**src/hw/rtl/lob_pkg.sv**
```systemverilog
`timescale 1ns / 1ps
`default_nettype none
// ----------------------------------------------------------------------------
// Limit order book package
// Shared widths, command and status codes, cell control types.
// ----------------------------------------------------------------------------
package lob_pkg;

   localparam int ID_BITS        = 32;
   localparam int PRICE_BITS     = 20;
   localparam int QTY_BITS       = 32;
   localparam int TOTAL_BITS     = 40;
   localparam int CMD_BITS       = 2;
   localparam int STATUS_BITS    = 3;
   localparam int MAX_ORDERS_DEF = 256;
   localparam int MAX_LEVELS_DEF = 64;

   // commands
   localparam logic [CMD_BITS-1:0] CMD_ADD    = 2'd0;
   localparam logic [CMD_BITS-1:0] CMD_CANCEL = 2'd1;
   localparam logic [CMD_BITS-1:0] CMD_MODIFY = 2'd2;

   // result status
   localparam logic [STATUS_BITS-1:0] ST_OK        = 3'd0;
   localparam logic [STATUS_BITS-1:0] ST_BAD_QTY   = 3'd1;
   localparam logic [STATUS_BITS-1:0] ST_DUP       = 3'd2;
   localparam logic [STATUS_BITS-1:0] ST_NOT_FOUND = 3'd3;
   localparam logic [STATUS_BITS-1:0] ST_INCREASE  = 3'd4;
   localparam logic [STATUS_BITS-1:0] ST_REJECTED  = 3'd5;
   localparam logic [STATUS_BITS-1:0] ST_FULL      = 3'd6;

   typedef enum logic [1:0] {ORD_NOP, ORD_LOAD, ORD_CLEAR, ORD_SETQ} ord_op_type;

   typedef struct packed {
      ord_op_type                op;
      logic [ID_BITS-1:0]        id;
      logic                      side;
      logic [PRICE_BITS-1:0]     price;
      logic [QTY_BITS-1:0]       qty;
   } ord_ctl_type;

   typedef struct packed {
      logic                      side;
      logic [PRICE_BITS-1:0]     price;
      logic [QTY_BITS-1:0]       qty;
   } ord_data_type;

   typedef enum logic [2:0] {LVL_NOP, LVL_CREATE, LVL_ADD, LVL_SUB, LVL_REMOVE} lvl_op_type;

   typedef struct packed {
      lvl_op_type                op;
      logic [PRICE_BITS-1:0]     price;
      logic [QTY_BITS-1:0]       amount;
   } lvl_ctl_type;

   typedef struct packed {
      logic                      valid;
      logic [PRICE_BITS-1:0]     price;
      logic [TOTAL_BITS-1:0]     total;
   } lvl_entry_type;

endpackage
`default_nettype wire

```
**src/hw/rtl/lob_order_cell.sv**
```systemverilog
`timescale 1ns / 1ps
`default_nettype none
// ----------------------------------------------------------------------------
// Order cell
// Holds one resting order, matches its id and passes the free-slot token on.
// ----------------------------------------------------------------------------
module lob_order_cell (
   input  wire                       clock,
   input  wire                       reset,
   input  wire                       sel,
   input  wire lob_pkg::ord_ctl_type ctl,
   input  wire                       free_before_in,
   output logic                      free_before_out,
   output logic                      take,
   output logic                      hit,
   output lob_pkg::ord_data_type     data
);

   logic                          valid_ff, valid_in;
   logic [lob_pkg::ID_BITS-1:0]   key_ff, key_in;
   lob_pkg::ord_data_type         data_ff, data_in;

   // id match and lowest-free token
   assign hit             = valid_ff && (key_ff == ctl.id);
   assign take            = !valid_ff && !free_before_in;
   assign free_before_out = free_before_in || !valid_ff;
   assign data            = data_ff;

   // update
   always_comb begin
      valid_in = valid_ff;
      key_in   = key_ff;
      data_in  = data_ff;
      if (sel) begin
         unique case (ctl.op)
            lob_pkg::ORD_LOAD: begin
               valid_in      = 1'b1;
               key_in        = ctl.id;
               data_in.side  = ctl.side;
               data_in.price = ctl.price;
               data_in.qty   = ctl.qty;
            end
            lob_pkg::ORD_CLEAR: valid_in    = 1'b0;
            lob_pkg::ORD_SETQ:  data_in.qty = ctl.qty;
            default: ;
         endcase
      end
   end

   always_ff @(posedge clock) begin
      if (reset) begin
         valid_ff <= 1'b0;
      end else begin
         valid_ff <= valid_in;
      end
      key_ff  <= key_in;
      data_ff <= data_in;
   end

endmodule
`default_nettype wire

```
**config.mk**
```make
export PLATFORM = sky130hd
export DESIGN_NAME = lob_order_cell
export DESIGN_NICKNAME = d
export VERILOG_FILES = /design/src/hw/rtl/lob_pkg.sv /design/src/hw/rtl/lob_order_cell.sv
export SDC_FILE = /design/constraint.sdc
export NUM_CORES = 1
export LEC_CHECK = 0
export ABC_AREA = 1
export BUFFER_PORTS_ARGS = -buffer_cell sky130_fd_sc_hd__buf_2
export CORE_ASPECT_RATIO = 2
export CORE_UTILIZATION = 42
export CTS_CLUSTER_SIZE = 20
export DETAILED_ROUTE_END_ITERATION = 8
export GPL_TIMING_DRIVEN = 1
export HOLD_SLACK_MARGIN = 0.08
export PLACE_DENSITY = 0.75
export REMOVE_ABC_BUFFERS = 1
export SETUP_SLACK_MARGIN = 0.3
export SYNTH_ARGS = -nofsm -noshare
export SYNTH_HDL_FRONTEND = slang
export SYNTH_SLANG_ARGS = --single-unit
export TNS_END_PERCENT = 20
```
**constraint.sdc**
```tcl
create_clock -name clock -period 2.1 [get_ports clock]
set_clock_uncertainty 0.2 [all_clocks]
set_input_delay 0.105 -clock clock [delete_from_list [all_inputs] [get_ports clock]]
set_output_delay 0.105 -clock clock [all_outputs]
set_load 0.02 [all_outputs]
```
==> metrics, run 1 <==
CTS tree=built; total grt overflow=0; routed wire length=7710 um; Max Buffers Root-to-Sink=2; largest net degree at the start of global routing=38; Peak VDD IR=0.709 mV; Worst Tran Pin Value=0.388 ns; PD cells=767 nW/um2; site row count=45; first-pass detailed-route iteration total=4; htree depth=3; Max FO, Critical Path=2; CP max-delay cell=dlygate4sd3_1; synth unique cells=20; root buffer cell=clkbuf_16; Synth top cells by count=edfxtp_1, nand2_1, inv_1; EDFF count, synth=85; Max Freq=546 MHz; Vias=2,563; mapped cell area=3240 um2; post-route cell area=5280 um2; die area=8090 um2; Combinational Power Share=12.8%; setup TNS=0 ns; RSZ-0062 raised after global routing=true; Slew headroom=74.1%; Initial DRC Count=56; fraction of layout cells with a size suffix above 1=35.3%; sequential share of the synthesized area=79.4%; number of max-cap violations=0; top post-synthesis cells by area=edfxtp_1, nand2_1, inv_1, nor2_1, xnor2_1; core area=7540 um2; status=complete, no violations; Clk pin slew, worst setup/hold paths=0.06 ns; Main synth FF type=edfxtp_1; Cell Area, Placed=4110 um2; final net count=576; Max Slew Vio Count=0; Synth Warn #=0; CP endpoint kind=output port; # setup viols final=0; share of the synthesized area in the top cell type=78.8%; Int Power=3170 uW; initial antenna violation count=1; GRT Overall Usage=20.5%; Clock power frac=36.9%; Worst path max stage delay=0.54 ns; switch share=21.8%; sw power=882 uW; Seq pwr share=50.3%; die height=126 um; syn avg cell area=13.8 um2; crit path kind=in2out; area leader, netlist=edfxtp_1; I/O pins=147; Async S/R FF share, synth=0%; synthesis-to-layout area growth=63.2%; HP Class=in2reg; I/O Buffers=146; first-pass GRT wire length=12,000 um; number of remaining DRC errors=0; Leakage=0.00237 uW; Critical Path, Cell by Cell=dlygate4sd3_1, buf_2, xor2_1, nor2_1, nand2_1, nor2_2, nand3_1, nor2_1, buf_4; worst skew pair latency=0.32 ns; top-count cell post-synth=edfxtp_1; DRT antenna net count=0; drt wl/cell=13.2 um; Tmin final=1.83 ns; clk sinks=86; cell count after synthesis=235; Die Wd=64.1 um; Tcrit/Tclk final=87.2%; placer congestion estimate=0.705; Data arrival, critical path=1.53 ns; R2R setup slack=0.71 ns; HPWL after DPL=4880 um; critical path required time=1.79 ns; vias in the first global route=2,830; Initial Util=42.9%; most frequent CP cell=nor2_1; Setup crit start kind=input pin; Num CTS Buffers=9; Hold Fails Final Rpt=0; routed vias/inst=4.40; FF+latch count, synth=86
timing repair:
item,in CTS,in global routing
setup buffers,0,1
setup endpoints to repair,0,1
gates resized for setup,0,3
hold endpoints to repair,86,0
hold buffers,87,0
per-stage QoR:
step / hold WS, ns / util, % / total power [uW] / setup slack (ns) / std cells
detailed placement: 0.0831 / 54.5 / 2460 / 0.509 / 477
CTS: 0.154 / 69.8 / 4090 / 0.309 / 580
global route: 0.177 / 70.0 / 4220 / 0.184 / 582
floorplan: -0.0170 / - / 2270 / 0.132 / 235
finish: 0.162 / 70.0 / 4050 / 0.269 / 582
global placement: 0.0752 / 54.5 / 2440 / 0.555 / 477
cells by family after synthesis:
| family | Yosys count | synth area share, % |
|---|---|---|
| simple gates | 87 | 10.6 |
| compound gates | 9 | 1.58 |
| fa+ha+maj | 3 | 1.16 |
| buf+inv | 41 | 4.75 |
| flops | 86 | 79.4 |
| xor+xnor | 9 | 2.43 |
path summary, 6_finish.rpt:
| kind | start | to | cells after the start |
|---|---|---|---|
| setup / recovery | ctl[55] | hit | 9 |
| hold / removal | sel | key_ff[24] | 3 |
| setup reg to reg | valid_ff | valid_ff | 3 |
| hold reg to reg | valid_ff | valid_ff | 3 |
layout by cell type, fill, tap and decap left out:
cell type	count
a311oi_1	1
nor3_1	1
nand2_1	58
xor2_1	4
bufinv_16	1
dfxtp_1	1
xnor2_1	5
clkinv_1	2
o21ai_0	2
a21oi_1	1
nor2_2	2
clkbuf_1	1
buf_4	3
clkinv_2	3
nand3_1	2
nor2_1	20
edfxtp_1	85
buf_12	1
diode_2	1
nor3_2	1
inv_1	37
or2_2	1
o211ai_1	1
dlygate4sd3_1	87
inv_2	4
nand2_2	2
buf_2	145
ha_1	3
o21ai_1	4
clkbuf_16	9
sequential cells by signal, indices dropped and copies added (netlist names):
name / count
data: 53
key_ff: 32
valid_ff: 1
worst max-delay path, delay by kind of cell:
family,cells,cell delay [ns]
and+or+nand+nor,5,0.45
xor gates and xnor gates,1,0.15
buffers and inverters,3,0.82
layout make-up:
type,instances,area (um2)
flip-flops and latches,86,2570
fillers,568,2260
repair buffers,236,1640
multi-input cells,108,517
clock buffers,10,229
inverters,41,154
well taps,94,118
clock inverters,6,52.6
diodes,1,2.50
layer usage:
layer	global-route usage, %	vias to the layer above	routed length, um
met2	39.2	87	4400
met3	5.16	24	375
met1	17.9	1179	2580
li1	-	1273	-
met5	0	-	0
met4	13.0	0	356
power groups by stage:
stage	combinational, uW	sequential [uW]	clock [uW]
2_1_floorplan	99.3	2170	0
5_1_grt	564	2050	1610
3_3_place_gp	377	2070	0
6_report	519	2040	1490
3_5_place_dp	388	2070	0
4_1_cts	514	2040	1540
No activity file was read; power rests on OpenSTA's default activity.
==> run 2, diff against run 1 <==
CORE_UTILIZATION = 44   (was 42)
CTS_BUF_LIST = sky130_fd_sc_hd__clkbuf_2 sky130_fd_sc_hd__clkbuf_4 sky130_fd_sc_hd__clkbuf_8   (was default)
PLACE_DENSITY = 0.78   (was 0.75)
==> metrics, run 2 (synthesis results as in run 1) <==
first-pass GRT wire length=12,800 um (+6.6%); drt wl/cell=15.0 um (+13%); final net count=575 (-0.17%); ant diodes=0 (-1); Peak VDD IR=0.609 mV (-14%); GRT busiest layer=met2; reg2reg path depth=3 (unchanged); met1 Resource Use GR=21.1% (+3.3 points); total grt overflow=0 (unchanged); Initial Util=45.9% (+3.0 points); HPWL after DPL=4710 um (-3.5%); Clk pin slew, worst setup/hold paths=0.08 ns (+0.02 ns); met2 Use GR=45.2% (+6.0 points); Max FO, Critical Path=2 (unchanged); routed vias/inst=4.43 (+0.61%); Worst Hold Endpoint=key_ff[11]; # setup viols final=0 (unchanged); worst skew pair latency=0.35 ns (+0.03 ns); setup bufs post-CTS=0 (unchanged); Hold Path Depth=4 (+1); Worst path max stage delay=0.40 ns (-0.14 ns); core area=7050 um2 (-6.6%); Max Freq=554 MHz (+1.5%); commonest non-fill, non-tap cells in the layout=buf_2, dlygate4sd3_1, edfxtp_1, nand2_1, inv_1; site row count=43 (-4.4%); CTS tree=built; HP Class=in2reg; crit path kind=reg2out; Largest register FFs=53 (unchanged); Setup crit start kind=register; Finished Layout Cells=576 (-1.0%); Max Buffers Root-to-Sink=2 (unchanged); Initial DRC Count=138 (+150%); placed cell count=473 (-0.84%); root buffer cell=clkbuf_8; Hold Fails Final Rpt=0 (unchanged); Data arrival, critical path=1.50 ns (-0.03 ns); Vias=2,552 (-0.43%); Slew headroom=74.0% (-0.14 points); Die Wd=62.7 um (-2.2%); synthesis-to-layout area growth=60.1%; commonest non-fill, non-tap cell in the layout=buf_2; initial antenna violation count=0 (-1); PD cells=721 nW/um2 (-6.0%); worst r2r dst=valid_ff; status=complete, no violations; worst flop-to-flop path startpoint=valid_ff; Worst path top cell family by delay=simple AND/OR/NAND/NOR gates; die height=123 um (-2.3%); most frequent CP cell=nor2_1; CP endpoint kind=output port; Worst Tran Pin Value=0.390 ns (+0.00209 ns); Critical Path, Cell by Cell=nor2_1, nor2_1, nor2_1, nand2_1, nor2_2, nand3_1, nor2_1, buf_4; R2R setup slack=0.68 ns (-0.03 ns); GRT Overall Usage=23.0% (+2.6 points); number of max-cap violations=0 (unchanged); Max Slew Vio Count=0 (unchanged); clk sinks=86 (unchanged); fraction of layout cells with a size suffix above 1=35.6% (+0.28 points); number of remaining DRC errors=0 (unchanged); largest net degree at the start of global routing=54 (+42%); critical path required time=1.79 ns (about the same); placer congestion estimate=0.773 (+9.8%); Leakage=0.00233 uW (-1.9%); Num CTS Buffers=9 (unchanged); CP max-delay cell=edfxtp_1; Tcrit/Tclk final=85.9% (-1.3 points); CP bufs+invs=1 (-2); die area=7730 um2 (-4.4%); I/O pins=147 (unchanged); Hold Crit Start=sel; DRT antenna net count=0 (unchanged); met3 Use GR=6.64% (+1.5 points); first-pass detailed-route iteration total=4 (unchanged); routed wire length=8630 um (+12%); I/O Buffers=146 (unchanged); htree depth=3 (unchanged); setup TNS=0 ns (unchanged); Tmin final=1.80 ns (-0.0272 ns); RSZ-0062 raised after global routing=true; vias in the first global route=2,755 (-2.7%)
-- run 2: cell count changes in the layout (fill, tap and decap cells not counted), sizes merged --
cell      previous run  this run
buf                149       148
clkbuf              10        11
clkinv               5         3
clkinvlp             0         1
diode                1         0
-- run 2: how the worst max path moves through the flow --
stage / startpoint / slack, ns / cells after the start / to
3_5_place_dp: key_ff[8] / 0.61 / 8 / hit
6_report: key_ff[8] / 0.30 / 8 / hit
5_1_grt: key_ff[23] / 0.13 / 8 / hit
4_1_cts: key_ff[23] / 0.25 / 8 / hit
3_3_place_gp: key_ff[31] / 0.62 / 8 / hit
2_1_floorplan: ctl[86] / 0.13 / 4 / data[32]
-- run 2: layout make-up --
type,count,area (um2)
Fill cell,466,1860
Timing Repair Buffer,235,1630
Sequential cell,86,2570
Inverter,41,154
Multi-Input combinational cell,108,514
Tap cell,90,113
Clock buffer,11,139
Clock inverter,5,60.1
-- run 2: worst register-to-register path: cells and delay by family (launching register included) --
family	cells	cell delay, ns
buffers and inverters	1	0.57
DFF	1	0.36
AOI/OAI and AO/OA	2	0.24
-- run 2: through the flow --
stage               area, um2  hold WS, ns  total power [uW]  utilization [%]  setup slack, ns
finish                   5180        0.215              3740             73.5            0.296
global route             5180        0.232              3880             73.5            0.127
CTS                      5180        0.196              3720             73.5            0.247
detailed placement       4110       0.0831              2460             58.3            0.612
global placement         4110       0.0694              2440             58.3            0.622
floorplan                3240      -0.0170              2270                -            0.132
-- run 2: power breakdown --
| group | total, uW | switching, uW | leakage, uW | internal [uW] |
|---|---|---|---|---|
| Combinational | 527 | 271 | 0.00143 | 256 |
| Sequential | 2040 | 34.4 | 0.000795 | 2000 |
| Clock | 1170 | 593 | 0.000100 | 579 |
-- run 2: repair_timing --
item	in CTS	in global routing
endpoints found under the hold margin	86	0
hold buffers	87	0
endpoints found under the setup margin	1	1
gates resized for setup	2	0
-- run 2: layer usage --
layer  vias to the layer above  part of all wire, %
li1                       1265                    -
met1                      1181                   34
met2                        91                   57
met3                        15                  6.2
met4                         0                  2.5
met5                         -                    0
==> run 3, diff against run 2 <==
SETUP_SLACK_MARGIN = default   (was 0.3)
==> metrics, run 3 (synthesis results as in run 1) <==
Leakage=0.00233 uW (about the same); core area=7050 um2 (unchanged); site row count=43 (unchanged); sw power=893 uW (-0.60%); clk sinks=86 (unchanged); I/O Buffers=146 (unchanged); Critical Path, Cell by Cell=dlygate4sd3_1, buf_2, xor2_1, nor3_1, nand3_1, nor2_1, buf_2; Die Wd=62.7 um (unchanged); worst skew pair latency=0.35 ns (about the same); drt wl/cell=15.0 um (about the same); first-pass detailed-route iteration total=4 (unchanged); htree depth=3 (unchanged); Tcrit/Tclk final=91.5% (+5.6 points); DRT antenna net count=0 (unchanged); post_cts resized=0 (-2); setup TNS=0 ns (unchanged); Initial Util=45.9% (unchanged); Worst Hold Endpoint=key_ff[23]; number of remaining DRC errors=0 (unchanged); Initial DRC Count=144 (+4.3%); routed vias/inst=4.45 (+0.51%); critical path required time=1.79 ns (about the same); RSZ-0062 raised after global routing=false; # fillers=456 (-2.1%); final net count=575 (unchanged); GRT Overall Usage=23.2% (+0.13 points); I/O pins=147 (unchanged); CTS tree=built; largest net degree at the start of global routing=54 (unchanged); worst r2r dst=valid_ff; Max Buffers Root-to-Sink=2 (unchanged); Seq pwr share=54.6% (about the same); first-pass GRT wire length=12,900 um (+1.1%); Int Power=2840 uW (about the same); Largest register FFs=53 (unchanged); status=complete, no violations; worst flop-to-flop path startpoint=valid_ff; Num CTS Buffers=9 (unchanged); Clock power frac=31.3% (about the same); vias in the first global route=2,778 (+0.83%); Tmin final=1.92 ns (+0.118 ns); Clk pin slew, worst setup/hold paths=0.08 ns (about the same); R2R setup slack=0.69 ns (about the same); die area=7730 um2 (unchanged); most frequent CP cell=buf_2; PD cells=720 nW/um2 (about the same); die height=123 um (unchanged); reg2reg path depth=3 (unchanged); Cell Area, Placed=4110 um2 (unchanged); synthesis-to-layout area growth=59.9% (about the same); hold buffers post-CTS=87 (unchanged); Pwr Total=3730 uW (-0.14%); root buffer cell=clkbuf_8; Combinational Power Share=14.1% (about the same); # setup viols final=0 (unchanged); Setup crit start kind=input pin; HPWL after DPL=4710 um (unchanged); ant diodes=0 (unchanged); placer congestion estimate=0.773 (unchanged); CP endpoint kind=output port; Slew headroom=73.8% (-0.23 points); Max Freq=520 MHz (-6.1%); routed wire length=8630 um (about the same); crit path from=ctl[57]; switch share=23.9% (-0.11 points); Data arrival, critical path=1.62 ns (+0.12 ns); total grt overflow=0 (unchanged); number of max-cap violations=0 (unchanged); Worst Tran Pin Value=0.394 ns (+0.00344 ns); Hold Fails Final Rpt=0 (unchanged); Hold Crit Start=sel; Peak VDD IR=0.611 mV (+0.23%); CP max-delay cell=dlygate4sd3_1; setup bufs post-CTS=0 (unchanged); Worst path max stage delay=0.56 ns (+0.16 ns); Vias=2,565 (+0.51%); Hold Path Depth=4 (unchanged); commonest non-fill, non-tap cell in the layout=buf_2; HP Class=in2reg; fraction of layout cells with a size suffix above 1=35.4% (-0.21 points); Max FO, Critical Path=2 (unchanged); Max Slew Vio Count=0 (unchanged); initial antenna violation count=0 (unchanged); commonest non-fill, non-tap cells in the layout=buf_2, dlygate4sd3_1, edfxtp_1, nand2_1, inv_1; post-route cell area=5180 um2 (about the same); crit path kind=in2out
-- run 3: cell counts in the layout (fill, tap and decap cells not counted) --
No cell type changed its count.
-- run 3: worst max-delay path by stage --
stage                     endpoint  slack [ns]
after floorplan           data[32]        0.13
after global placement         hit        0.62
after detailed placement       hit        0.61
after CTS                      hit        0.21
after global routing           hit        0.11
final                          hit        0.18
-- run 3: worst max-delay path, delay by kind of cell --
| kind | cells | cell delay (ns) |
|---|---|---|
| AND/OR/NAND/NOR | 3 | 0.44 |
| XOR/XNOR | 1 | 0.17 |
| buffers and inverters | 3 | 0.89 |
-- run 3: layout make-up --
type / count / area (um2) / area share, %
Sequential cell: 86 / 2570 / 49.7
Timing Repair Buffer: 235 / 1630 / 31.5
Multi-Input combinational cell: 108 / 512 / 9.88
Inverter: 41 / 154 / 2.97
Clock buffer: 11 / 139 / 2.68
Tap cell: 90 / 113 / 2.17
Clock inverter: 5 / 60.1 / 1.16
-- run 3: power by group through the flow --
stage / clock network [uW] / registers (uW) / logic (uW)
finish: 1170 / 2040 / 527
global route: 1270 / 2050 / 569
CTS: 1180 / 2030 / 515
detailed placement: 0 / 2070 / 388
global placement: 0 / 2070 / 377
floorplan: 0 / 2170 / 99.3
-- run 3: metrics by stage --
stage	instances	util, %	hold slack [ns]	setup slack, ns
after CTS	576	73.5	0.196	0.209
final	576	73.5	0.217	0.178
after global placement	473	58.3	0.0694	0.622
after detailed placement	473	58.3	0.0831	0.612
after global routing	576	73.5	0.221	0.109
after floorplan	235	-	-0.0170	0.132
-- run 3: per-layer routing --
metal  up-vias  global-route usage, %  part of all wire (%)
li1       1266                      -                     -
met1      1192                   21.1                    33
met2        92                   45.4                    59
met3        15                   6.37                   5.8
met4         0                   11.6                   2.4
met5         -                      0                     0
