**src/hw/rtl/lob_pkg.sv**
```systemverilog
`timescale 1ns / 1ps
`default_nettype none
// ----------------------------------------------------------------------------
// Limit order book package
// Shared widths, command and status codes, cell control types.
// ----------------------------------------------------------------------------
package lob_pkg;

   localparam int ID_BITS        = 32;
   localparam int PRICE_BITS     = 20;
   localparam int QTY_BITS       = 32;
   localparam int TOTAL_BITS     = 40;
   localparam int CMD_BITS       = 2;
   localparam int STATUS_BITS    = 3;
   localparam int MAX_ORDERS_DEF = 256;
   localparam int MAX_LEVELS_DEF = 64;

   // commands
   localparam logic [CMD_BITS-1:0] CMD_ADD    = 2'd0;
   localparam logic [CMD_BITS-1:0] CMD_CANCEL = 2'd1;
   localparam logic [CMD_BITS-1:0] CMD_MODIFY = 2'd2;

   // result status
   localparam logic [STATUS_BITS-1:0] ST_OK        = 3'd0;
   localparam logic [STATUS_BITS-1:0] ST_BAD_QTY   = 3'd1;
   localparam logic [STATUS_BITS-1:0] ST_DUP       = 3'd2;
   localparam logic [STATUS_BITS-1:0] ST_NOT_FOUND = 3'd3;
   localparam logic [STATUS_BITS-1:0] ST_INCREASE  = 3'd4;
   localparam logic [STATUS_BITS-1:0] ST_REJECTED  = 3'd5;
   localparam logic [STATUS_BITS-1:0] ST_FULL      = 3'd6;

   typedef enum logic [1:0] {ORD_NOP, ORD_LOAD, ORD_CLEAR, ORD_SETQ} ord_op_type;

   typedef struct packed {
      ord_op_type                op;
      logic [ID_BITS-1:0]        id;
      logic                      side;
      logic [PRICE_BITS-1:0]     price;
      logic [QTY_BITS-1:0]       qty;
   } ord_ctl_type;

   typedef struct packed {
      logic                      side;
      logic [PRICE_BITS-1:0]     price;
      logic [QTY_BITS-1:0]       qty;
   } ord_data_type;

   typedef enum logic [2:0] {LVL_NOP, LVL_CREATE, LVL_ADD, LVL_SUB, LVL_REMOVE} lvl_op_type;

   typedef struct packed {
      lvl_op_type                op;
      logic [PRICE_BITS-1:0]     price;
      logic [QTY_BITS-1:0]       amount;
   } lvl_ctl_type;

   typedef struct packed {
      logic                      valid;
      logic [PRICE_BITS-1:0]     price;
      logic [TOTAL_BITS-1:0]     total;
   } lvl_entry_type;

endpackage
`default_nettype wire

```
**src/hw/rtl/lob_level_cell.sv**
```systemverilog
`timescale 1ns / 1ps
`default_nettype none
// ----------------------------------------------------------------------------
// Price level cell
// Holds one price level of one side: price, summed quantity, order count.
// ----------------------------------------------------------------------------
module lob_level_cell #(
   parameter int CNT_W = 9
) (
   input  wire                           clock,
   input  wire                           reset,
   input  wire                           sel,
   input  wire lob_pkg::lvl_ctl_type     ctl,
   input  wire [lob_pkg::PRICE_BITS-1:0] query_price,
   input  wire                           free_before_in,
   output logic                          free_before_out,
   output logic                          take,
   output logic                          hit,
   output lob_pkg::lvl_entry_type        entry
);

   logic                          valid_ff, valid_in;
   logic [lob_pkg::PRICE_BITS-1:0] price_ff, price_in;
   logic [lob_pkg::TOTAL_BITS-1:0] total_ff, total_in;
   logic [CNT_W-1:0]               cnt_ff, cnt_in;
   logic [lob_pkg::TOTAL_BITS-1:0] amount_ext;

   assign hit             = valid_ff && (price_ff == query_price);
   assign take            = !valid_ff && !free_before_in;
   assign free_before_out = free_before_in || !valid_ff;
   assign entry           = '{valid: valid_ff, price: price_ff, total: total_ff};
   assign amount_ext      = {{(lob_pkg::TOTAL_BITS-lob_pkg::QTY_BITS){1'b0}}, ctl.amount};

   // level update, totals wrap modulo 2^40
   always_comb begin
      valid_in = valid_ff;
      price_in = price_ff;
      total_in = total_ff;
      cnt_in   = cnt_ff;
      if (sel) begin
         unique case (ctl.op)
            lob_pkg::LVL_CREATE: begin
               valid_in = 1'b1;
               price_in = ctl.price;
               total_in = amount_ext;
               cnt_in   = CNT_W'(1);
            end
            lob_pkg::LVL_ADD: begin
               total_in = total_ff + amount_ext;
               cnt_in   = cnt_ff + CNT_W'(1);
            end
            lob_pkg::LVL_SUB: total_in = total_ff - amount_ext;
            lob_pkg::LVL_REMOVE: begin
               total_in = total_ff - amount_ext;
               cnt_in   = cnt_ff - CNT_W'(1);
               if (cnt_ff == CNT_W'(1)) begin
                  valid_in = 1'b0;
               end
            end
            default: ;
         endcase
      end
   end

   always_ff @(posedge clock) begin
      if (reset) begin
         valid_ff <= 1'b0;
      end else begin
         valid_ff <= valid_in;
      end
      price_ff <= price_in;
      total_ff <= total_in;
      cnt_ff   <= cnt_in;
   end

endmodule
`default_nettype wire

```
**config.mk**
```make
export PLATFORM = sky130hd
export DESIGN_NAME = lob_level_cell
export DESIGN_NICKNAME = d
export VERILOG_FILES = /design/src/hw/rtl/lob_pkg.sv /design/src/hw/rtl/lob_level_cell.sv
export SDC_FILE = /design/constraint.sdc
export NUM_CORES = 1
export LEC_CHECK = 0
export BUFFER_PORTS_ARGS = -buffer_cell sky130_fd_sc_hd__buf_2
export CAP_MARGIN = 20
export CORE_MARGIN = 2
export CORE_UTILIZATION = 50
export DETAILED_ROUTE_END_ITERATION = 10
export PLACE_DENSITY = 0.75
export SYNTH_ARGS = -nofsm -noshare
export SYNTH_HDL_FRONTEND = slang
export SYNTH_SLANG_ARGS = --single-unit
```
**constraint.sdc**
```tcl
create_clock -name clock -period 6.5 [get_ports clock]
set_clock_uncertainty 0.1 [all_clocks]
set_input_delay 0.325 -clock clock [delete_from_list [all_inputs] [get_ports clock]]
set_output_delay 0.325 -clock clock [all_outputs]
set_load 0.02 [all_outputs]
```
==> metrics, run 1 <==
status=completed; top cells by count, synth=a21oi_1 (75), edfxtp_1 (69), nor2_1 (64); Post-CTS Hold Fix Bufs=0; CTS tree=built; Synth Flop Type=edfxtp_1; CP cell instances=buf_2 > or4_4 > or4_4 > nor3_2 > nand2b_2 > or2_0 > o41ai_2 > xor2_1 > ha_1 > and4_1 > nand3_1 > or4_1 > a21oi_1 > nor3_1 > o31ai_1 > xnor2_1 > nor2_1; Area Overhead vs Synth=19.2%; RePlAce Congestion=0.971; Detail Placement HPWL=12800 um; mapped cell area=6050 um^2; # resized after CTS=0; clk buf depth=2; Detailed Route Iter0 Violations=366; ys async rst share=0%; Layout Nets=937; Setup TNS=0 ns; final core occ=60.5%; crit-path max cell delay=0.58 ns; #FFs+latches synth=70; LEAKAGE=2.94 nW; type of element capturing the critical path=flip-flop; number of remaining DRC errors=0; Synth Instances=686; fmax=203 MHz; ANT nets after route=0; ranking of synthesized cells by area=edfxtp_1 (34%), ha_1 (8.9%), xor2_1 (6.7%), a21oi_1 (6.2%), xnor2_1 (5.6%); initial antenna violation count=1; required time worst endpoint=6.50 ns; Yosys top cell by area=edfxtp_1; Mapped Nets=809; Clock Latency Late Sink=0.35 ns; clock sink count=70; power per cell area=239 nW/um^2; CTS root buf=clkbuf_16; Seq/Total Area, Yosys=34.6%; die area=13000 um^2; Synth top area share=34.3%; period utilisation layout=75.6%; clock period minus final worst setup slack=4.91 ns; Reg clk slew, reported paths=0.06 ns; die extent in x=114 um; CP dominant cell by count=or4_4; TritonCTS buffer count=9; PortBufs=142; max-slew violations=0; EDFF count, synth=69; worst rel slew slack=27.9%; Std-Cell Rows=40; via count=5766; vias in the first global route=5509; WS Path Type=input pin to flip-flop; largest net degree at the start of global routing=41; core area=11900 um^2; slowest library cell on the worst path=or4_1; H-tree lvl count=3; most numerous cell in the Yosys netlist=a21oi_1; Peak VDD IR=0.119 mV; worst-margin pin slew=1.08 ns; total setup buffers inserted after CTS=0; # IOs=143; dpl cell area=6880 um^2; Mean Syn Cell Area=8.81 um^2; final setup fails=0; fillers=1048; largest fanout on the critical path=8; first-pass GRT wire length=26700 um; grt total ovfl=0; yosys warns=0; vias per cell=5.96; Max Cap Viol=0; Arr. time, crit path=4.92 ns; height of the die=114 um; Hold Crit Class=input pin to flip-flop; ratio of cells with drive above 1 in the final layout=22.2%; Power Total=1.72 mW; post-synth cell types=63; Worst Setup Start Kind=input pin; Final Hold Fails=0; Starting Density=50.8%; All-Layer GR Usage=25.9%; RSZ-0062 raised after global routing=no; fin area=7210 um^2; wire per inst=17.4 um; drt pass-1 iters=4; Post-Route WL=16900 um
-- path summary, 6_finish.rpt --
path,from,slack [ns],depth (start not counted),to
setup reg to reg,total_ff[0]$_DFFE_PP_,3.24,12,total_ff[34]$_SDFFCE_PP0P_
hold / removal,ctl[37],0.04,1,price_ff[5]$_DFFE_PP_
hold reg to reg,valid_ff$_SDFFE_PP0P_,0.48,2,valid_ff$_SDFFE_PP0P_
setup / recovery,ctl[5],1.59,17,total_ff[38]$_SDFFCE_PP0P_
-- critical path, delay by kind of cell --
family,cells,cell delay (ns)
buf+inv,1,0.12
fa+ha+maj,1,0.44
simple gates,10,3.02
compound gates,3,0.73
xor+xnor,2,0.27
-- cells by family after synthesis --
| kind of cell | synth area share [%] |
|---|---|
| buffers and inverters | 3.06 |
| muxes | 0.372 |
| AOI/OAI and AO/OA | 22.2 |
| adders and majority gates | 9.23 |
| and+or+nand+nor | 18.0 |
| xor gates and xnor gates | 12.6 |
| DFF | 34.6 |
-- placed cells by master (no fill, tap or decap), types with 3 or more instances in the layout --
cell type	netlist	routed
and2_1	4	4
a21oi_1	75	74
nand3_1	11	11
xor2_1	46	46
and3_1	5	5
edfxtp_1	69	69
or4_1	5	5
ha_1	43	43
o41ai_1	5	5
buf_2	1	142
a221oi_1	3	3
nand2b_1	8	8
a31oi_1	7	7
xnor2_1	39	39
or3_1	6	6
o211ai_1	5	5
o22ai_1	3	3
a21o_1	9	9
nand4_1	14	14
clkbuf_16	0	9
nor3_1	19	19
o21a_1	12	11
nand2_1	63	63
nor2_1	64	63
o21bai_1	5	5
a211oi_1	5	5
o21ai_0	55	55
clkinv_4	0	3
o31ai_1	12	12
nor4_1	8	8
inv_1	16	16
a22oi_1	3	3
buf_4	1	5
-- registers in the layout (all words and copies together), names as in the netlist --
| register | cells |
|---|---|
| cnt_ff | 9 |
| price_ff | 20 |
| total_ff | 40 |
| valid_ff | 1 |
-- metrics by stage --
step	setup slack [ns]	cells	hold slack, ns
2_1_floorplan	1.77	686	0.324
3_3_place_gp	1.40	950	0.403
3_5_place_dp	1.28	950	0.404
4_1_cts	1.64	966	0.0331
5_1_grt	1.26	967	0.0333
6_report	1.59	967	0.0446
-- metal layers --
metal	wire, um	part of all wire [%]	vias to the layer above	GRT usage, %
li1	-	-	2810	-
met1	7470	44	2706	33.8
met2	8060	48	225	42.3
met3	1000	5.9	25	5.26
met4	334	2.0	0	10.0
met5	0	0	-	0
-- area by class of cell --
type | count | area [um^2] | area share (%)
diodes | 1 | 2.50 | 0.0347
repair buffers | 147 | 748 | 10.4
inverters | 16 | 60.1 | 0.833
clock buffers | 9 | 225 | 3.12
multi-input cells | 570 | 3790 | 52.6
well taps | 147 | 184 | 2.55
flip-flops and latches | 70 | 2090 | 29.0
clock inverters | 7 | 104 | 1.44
-- power breakdown --
| part | total, mW | switching, mW | internal [mW] |
|---|---|---|---|
| clock | 0.554 | 0.213 | 0.341 |
| sequential | 0.558 | 0.0205 | 0.538 |
| combinational | 0.611 | 0.373 | 0.238 |
| total | 1.72 | 0.606 | 1.12 |
Power figures use the tool's default switching activity.
==> inputs of run 2 (changes only) <==
==> constraint.sdc (replaced) <==
create_clock -name clock -period 4.9 [get_ports clock]
set_clock_uncertainty 0.1 [all_clocks]
set_input_delay 0.245 -clock clock [delete_from_list [all_inputs] [get_ports clock]]
set_output_delay 0.245 -clock clock [all_outputs]
set_load 0.02 [all_outputs]
==> run 2 against run 1 <==
Effect of this change: cell area up 4.3%; setup slack worse by 1.1 ns; global-route usage up 0.64 points; critical endpoint unchanged; register-to-register slack worse by 1.5 ns; via count up 3.2%; routed wire length up 2.3%; worst hold slack better by 0.020 ns; sequential cell count unchanged; first-iteration DRC count up 0.82%; critical path type unchanged; die area unchanged; core utilization up 2.6 points; power up 36%.
==> metrics, run 2 (same netlist as run 1, synthesis figures left out) <==
status=completed; PortBufs=142 (unchanged); clock sink count=70 (unchanged); period utilisation layout=89.8%; CP dominant cell by count=or4_4; vias per cell=5.95 (-0.25%); Top reg by flops=total_ff; Hold Crit Start=reset; first-pass GRT wire length=27400 um (+2.8%); clk buf depth=2 (unchanged); vias in the first global route=5683 (+3.2%); ratio of cells with drive above 1 in the final layout=22.7% (+0.43 points); Area Overhead vs Synth=24.3%; Arr. time, crit path=4.39 ns (-0.53 ns); total setup buffers inserted after CTS=0 (unchanged); Reg clk slew, reported paths=0.06 ns (about the same); Final Hold Fails=0 (unchanged); Largest register FFs=40 (unchanged); CTS tree=built; worst rel slew slack=30.4% (+2.4 points); Max Cap Viol=0 (unchanged); largest net degree at the start of global routing=41 (unchanged); most common cell after layout, fill and taps aside=buf_2; commonest cells after routing, fill and taps aside=buf_2 (142), a21oi_1 (74), edfxtp_1 (69); TritonCTS buffer count=9 (unchanged); RePlAce Congestion=0.940 (-3.1%); CTS root buf=clkbuf_16; worst path bufs/invs=1 (unchanged); crit-path max cell delay=0.55 ns (-0.03 ns); worst-margin pin slew=1.04 ns (-0.0365 ns); RSZ-0062 raised after global routing=no; Top Registers=total_ff (40), price_ff (20), cnt_ff (9); type of element capturing the critical path=flip-flop; number of remaining DRC errors=0 (unchanged); placed insts=963 (+1.4%); R2R Path Start=total_ff[0]$_DFFE_PP_; non-filler instance count after layout=1000 (+3.4%); H-tree lvl count=3 (unchanged); height of the die=114 um (unchanged); multi-input logic area=3790 um^2 (unchanged); Detail Placement HPWL=12800 um (+0.29%); via count=5948 (+3.2%); largest fanout on the critical path=4 (-4); max-slew violations=0 (unchanged); CP delay by family, top=simple AND/OR/NAND/NOR gates; die area=13000 um^2 (unchanged); Peak VDD IR=0.226 mV (+90%); ANT nets after route=0 (unchanged); CP cell instances=buf_2 > or4_4 > or4_4 > nor3_2 > nand2b_2 > or2_0 > o41ai_2 > xor2_1 > ha_1 > and4_1 > nand3_1 > or4_1 > a21oi_1 > nor3_1 > o31ai_1 > xnor2_1 > nor2_1; Detailed Route Iter0 Violations=369 (+0.82%); initial antenna violation count=1 (unchanged); FF+latch area=2090 um^2 (unchanged); All-Layer GR Usage=26.5% (+0.64 points); Worst Setup Start Kind=input pin; wire per inst=17.2 um (-1.1%); # resized after CTS=0 (unchanged); # IOs=143 (unchanged); Std-Cell Rows=40 (unchanged); grt total ovfl=0 (unchanged); Starting Density=50.8% (unchanged); Clock Latency Late Sink=0.35 ns (about the same); drt pass-1 iters=5 (+1); WS Path Type=input pin to flip-flop; Setup TNS=0 ns (unchanged); Layout Nets=970 (+3.5%); final setup fails=0 (unchanged); clock period minus final worst setup slack=4.40 ns; slowest library cell on the worst path=or4_4; Post-Route WL=17200 um (+2.3%); Critical Path Source=ctl[5]; required time worst endpoint=4.88 ns (-1.62 ns); fmax=227 MHz; core area=11900 um^2 (unchanged); fillers=985 (-6.0%); die extent in x=114 um (unchanged); Hold Crit Class=input pin to flip-flop; LEAKAGE=3.09 nW (+5.0%); power per cell area=312 nW/um^2 (+31%)
[run 2: cell types whose count changed in the layout (fill, tap and decap cells not counted), sizes merged]
cell	previous run	this run
buf	147	160
bufinv	2	3
clkbuf	9	11
clkinv	3	2
dlygate4sd3	0	20
inv	18	16
[run 2: layout make-up]
class / instances / area share, %
Multi-Input combinational cell: 570 / 50.4
Timing Repair Buffer: 180 / 13.9
Clock inverter: 5 / 1.43
Antenna cell: 1 / 0.0333
Inverter: 16 / 0.799
Clock buffer: 11 / 3.10
Sequential cell: 70 / 27.8
Tap cell: 147 / 2.45
[run 2: worst paths after layout]
check                           cells after the start  slack (ns)                    endpoint
worst max-delay path                               17        0.50  total_ff[38]$_SDFFCE_PP0P_
worst min-delay path                                3        0.07       valid_ff$_SDFFE_PP0P_
worst max register to register                     13        1.71  total_ff[34]$_SDFFCE_PP0P_
worst min register to register                      2        0.51       valid_ff$_SDFFE_PP0P_
[run 2: metal layers]
| layer | part of all wire (%) | global-route usage [%] | routed length [um] | vias to the layer above |
|---|---|---|---|---|
| li1 | - | - | - | 2873 |
| met1 | 44 | 35.5 | 7520 | 2765 |
| met2 | 46 | 42.7 | 7990 | 265 |
| met3 | 6.3 | 3.40 | 1090 | 45 |
| met4 | 3.7 | 12.5 | 644 | 0 |
| met5 | 0 | 0 | 0 | - |
[run 2: worst min-delay path: stages]
cell      delay, ns
buf_2          0.07
o21bai_1       0.10
a31oi_1        0.05
[run 2: power breakdown]
part / switching (mW) / internal (mW)
sequential: 0.0273 / 0.713
combinational: 0.501 / 0.338
clock: 0.269 / 0.500
[run 2: what timing repair did]
item                                    4_1_cts  5_1_grt
hold buffers                                 20        0
endpoints found under the setup margin        0        0
hold endpoints to repair                     20        0
[run 2: metrics by stage]
| step | worst slack [ns] | instance area, um^2 | hold WS (ns) | utilization (%) | power (mW) |
|---|---|---|---|---|---|
| 2_1_floorplan | 0.254 | 6050 | 0.244 | - | 1.32 |
| 3_3_place_gp | 0.238 | 6970 | 0.322 | 58.6 | 1.55 |
| 3_5_place_dp | 0.193 | 6970 | 0.324 | 58.6 | 1.56 |
| 4_1_cts | 0.535 | 7510 | 0.0585 | 63.1 | 2.34 |
| 5_1_grt | 0.217 | 7520 | 0.0799 | 63.1 | 2.47 |
| 6_report | 0.497 | 7520 | 0.0651 | 63.1 | 2.35 |
==> inputs of run 3 (changes only) <==
--- a/config.mk
+++ b/config.mk
@@ -10,6 +10,7 @@
 export CORE_MARGIN = 2
 export CORE_UTILIZATION = 50
 export DETAILED_ROUTE_END_ITERATION = 10
+export GPL_TIMING_DRIVEN = 0
 export PLACE_DENSITY = 0.75
 export SYNTH_ARGS = -nofsm -noshare
 export SYNTH_HDL_FRONTEND = slang
==> run 3 against run 2 <==
Effect of this change: register-to-register slack got worse by 0.17 ns; fmax shrank 6.3%; power fell by 4.9%; sequential power about the same; cell area is 0.18% lower; clock-buffer cell count fell by 2; sequential cell count is the same; first-iteration DRC count increased by 19%; non-clock buffer count rose by 11; largest power group unchanged.
==> metrics, run 3 (same netlist as run 1, synthesis figures left out) <==
Area Overhead vs Synth=24.1%; Clock Latency Late Sink=0.35 ns (about the same); ratio of cells with drive above 1 in the final layout=21.0% (-1.7 points); met3 Track Usage GR=5.79% (+2.4 points); Worst Setup EP=total_ff[38]$_SDFFCE_PP0P_; GRT busiest layer=met2; All-Layer GR Usage=27.8% (+1.3 points); met1 GRT Util=36.2% (+0.67 points); Std-Cell Rows=40 (unchanged); Peak VDD IR=0.202 mV (-11%); clock sink count=70 (unchanged); drt pass-1 iters=5 (unchanged); worst-margin pin slew=0.694 ns (-0.350 ns); via count=6082 (+2.3%); Layout Nets=981 (+1.1%); Max Cap Viol=0 (unchanged); max-slew violations=0 (unchanged); placed insts=976 (+1.3%); Reg clk slew, reported paths=0.06 ns (about the same); Detail Placement HPWL=13400 um (+4.5%); R2R depth=12 (-1); Worst Setup Start Kind=input pin; commonest cells after routing, fill and taps aside=buf_2 (143), a21oi_1 (75), edfxtp_1 (69); PortBufs=141 (-0.70%); ANT nets after route=0 (unchanged); largest fanout on the critical path=8 (+4); die area=13000 um^2 (unchanged); type of element capturing the critical path=flip-flop; TritonCTS buffer count=9 (unchanged); Hold Crit Class=input pin to flip-flop; LEAKAGE=3.04 nW (-1.6%); R2R Path Start=total_ff[0]$_DFFE_PP_; first-pass GRT wire length=28400 um (+3.6%); power per cell area=298 nW/um^2 (-4.7%); CP cell instances=buf_2 > or4_4 > or4_4 > nor3_4 > nand2b_2 > or2_0 > buf_2 > o41ai_2 > xor2_1 > ha_4 > and4_1 > nand3_2 > or4_1 > a21oi_1 > nor3_1 > o31ai_1 > xnor2_1 > nor2_1; required time worst endpoint=4.88 ns (about the same); Critical Path Source=ctl[5]; core area=11900 um^2 (unchanged); non-filler instance count after layout=1011 (+1.1%); final setup fails=0 (unchanged); die extent in x=114 um (unchanged); WS Path Type=input pin to flip-flop; vias in the first global route=5752 (+1.2%); crit-path max cell delay=0.56 ns (about the same); final core occ=63.0% (-0.12 points); reg-to-reg critical path endpoint=total_ff[34]$_SDFFCE_PP0P_; M2 GR Usage=46.3% (+3.5 points); clock period minus final worst setup slack=4.70 ns (+0.298 ns); r2r setup slk=1.54 ns (-0.17 ns); RePlAce Congestion=0.965 (+2.7%); RSZ-0062 raised after global routing=no; status=completed; wire per inst=17.9 um (+3.7%); Post-Route WL=18100 um (+4.8%); CTS root buf=clkbuf_16; fmax=213 MHz (-6.3%); period utilisation layout=95.9% (+6.1 points); Top Registers=total_ff (40), price_ff (20), cnt_ff (9); initial antenna violation count=1 (unchanged); most common cell after layout, fill and taps aside=buf_2; Starting Density=50.8% (unchanged); Final Hold Fails=0 (unchanged); Largest register FFs=40 (unchanged); Hold Path Cell Cnt=3 (unchanged); H-tree lvl count=3 (unchanged); clk buf depth=2 (unchanged); number of remaining DRC errors=0 (unchanged); largest net degree at the start of global routing=27 (-34%); worst rel slew slack=53.6% (+23 points); # IOs=143 (unchanged); CTS tree=built; height of the die=114 um (unchanged); Detailed Route Iter0 Violations=440 (+19%); Arr. time, crit path=4.68 ns (+0.29 ns); Top reg by flops=total_ff; grt total ovfl=0 (unchanged); vias per cell=6.02 (+1.1%); slowest library cell on the worst path=or4_4
-- run 3: cell count changes in the layout (fill, tap and decap cells not counted), moves of 2 or more --
cell and delta:
clkinvlp_4 +2, bufinv_16 -2, clkinv_1 +3, clkbuf_1 +21
buf_4 -17, buf_6 +2
-- run 3: timing repair --
item / in CTS / in global routing
pin swaps: 0 / 1
hold endpoints to repair: 20 / 0
endpoints found under the setup margin: 10 / 10
buffers inserted: 0 / 0
hold buffers: 20 / 0
gates resized for setup: 1 / 8
-- run 3: report_power, final --
part / internal, mW / switching (mW)
registers: 0.713 / 0.0251
logic: 0.329 / 0.511
clock network: 0.390 / 0.267
total: 1.43 / 0.803
-- run 3: metrics by stage --
stage / setup WS, ns / setup TNS [ns] / hold slack, ns / instance area (um^2) / total power [mW]
final: 0.199 / 0 / 0.0680 / 7500 / 2.23
after global routing: 0.0323 / 0 / 0.0762 / 7500 / 2.35
after CTS: 0.0302 / 0 / 0.0522 / 7470 / 2.22
after detailed placement: -0.609 / -5.84 / 0.323 / 6980 / 1.55
after global placement: -0.520 / -4.20 / 0.323 / 6940 / 1.53
after floorplan: 0.254 / 0 / 0.244 / 6050 / 1.32
-- run 3: worst min path at each step --
| stage | to | slack [ns] | start |
|---|---|---|---|
| 2_1_floorplan | price_ff[0]$_DFFE_PP_ | 0.24 | ctl[32] |
| 3_3_place_gp | price_ff[12]$_DFFE_PP_ | 0.32 | ctl[44] |
| 3_5_place_dp | price_ff[19]$_DFFE_PP_ | 0.32 | ctl[51] |
| 4_1_cts | valid_ff$_SDFFE_PP0P_ | 0.05 | reset |
| 5_1_grt | valid_ff$_SDFFE_PP0P_ | 0.08 | reset |
| 6_report | valid_ff$_SDFFE_PP0P_ | 0.07 | reset |
-- run 3: final cells by class --
class	count	area, um^2
Antenna cell	1	2.50
Inverter	16	60.1
Tap cell	147	184
Fill cell	1016	4410
Clock buffer	9	225
Timing Repair Buffer	163	937
Buffer	28	120
Clock inverter	7	65.1
Sequential cell	70	2090
Multi-Input combinational cell	570	3820
-- run 3: layer usage --
layer  vias up  wire, um
met1      2893      7610
met4         0       478
li1       2904         -
met5         -         0
met2       252      8670
met3        33      1330
-- run 3: critical path: cells and delay by family --
family          cells  cell delay, ns
simple gates       10            2.77
buf+inv             2            0.30
fa+ha+maj           1            0.34
xor+xnor            2            0.31
compound gates      3            0.70
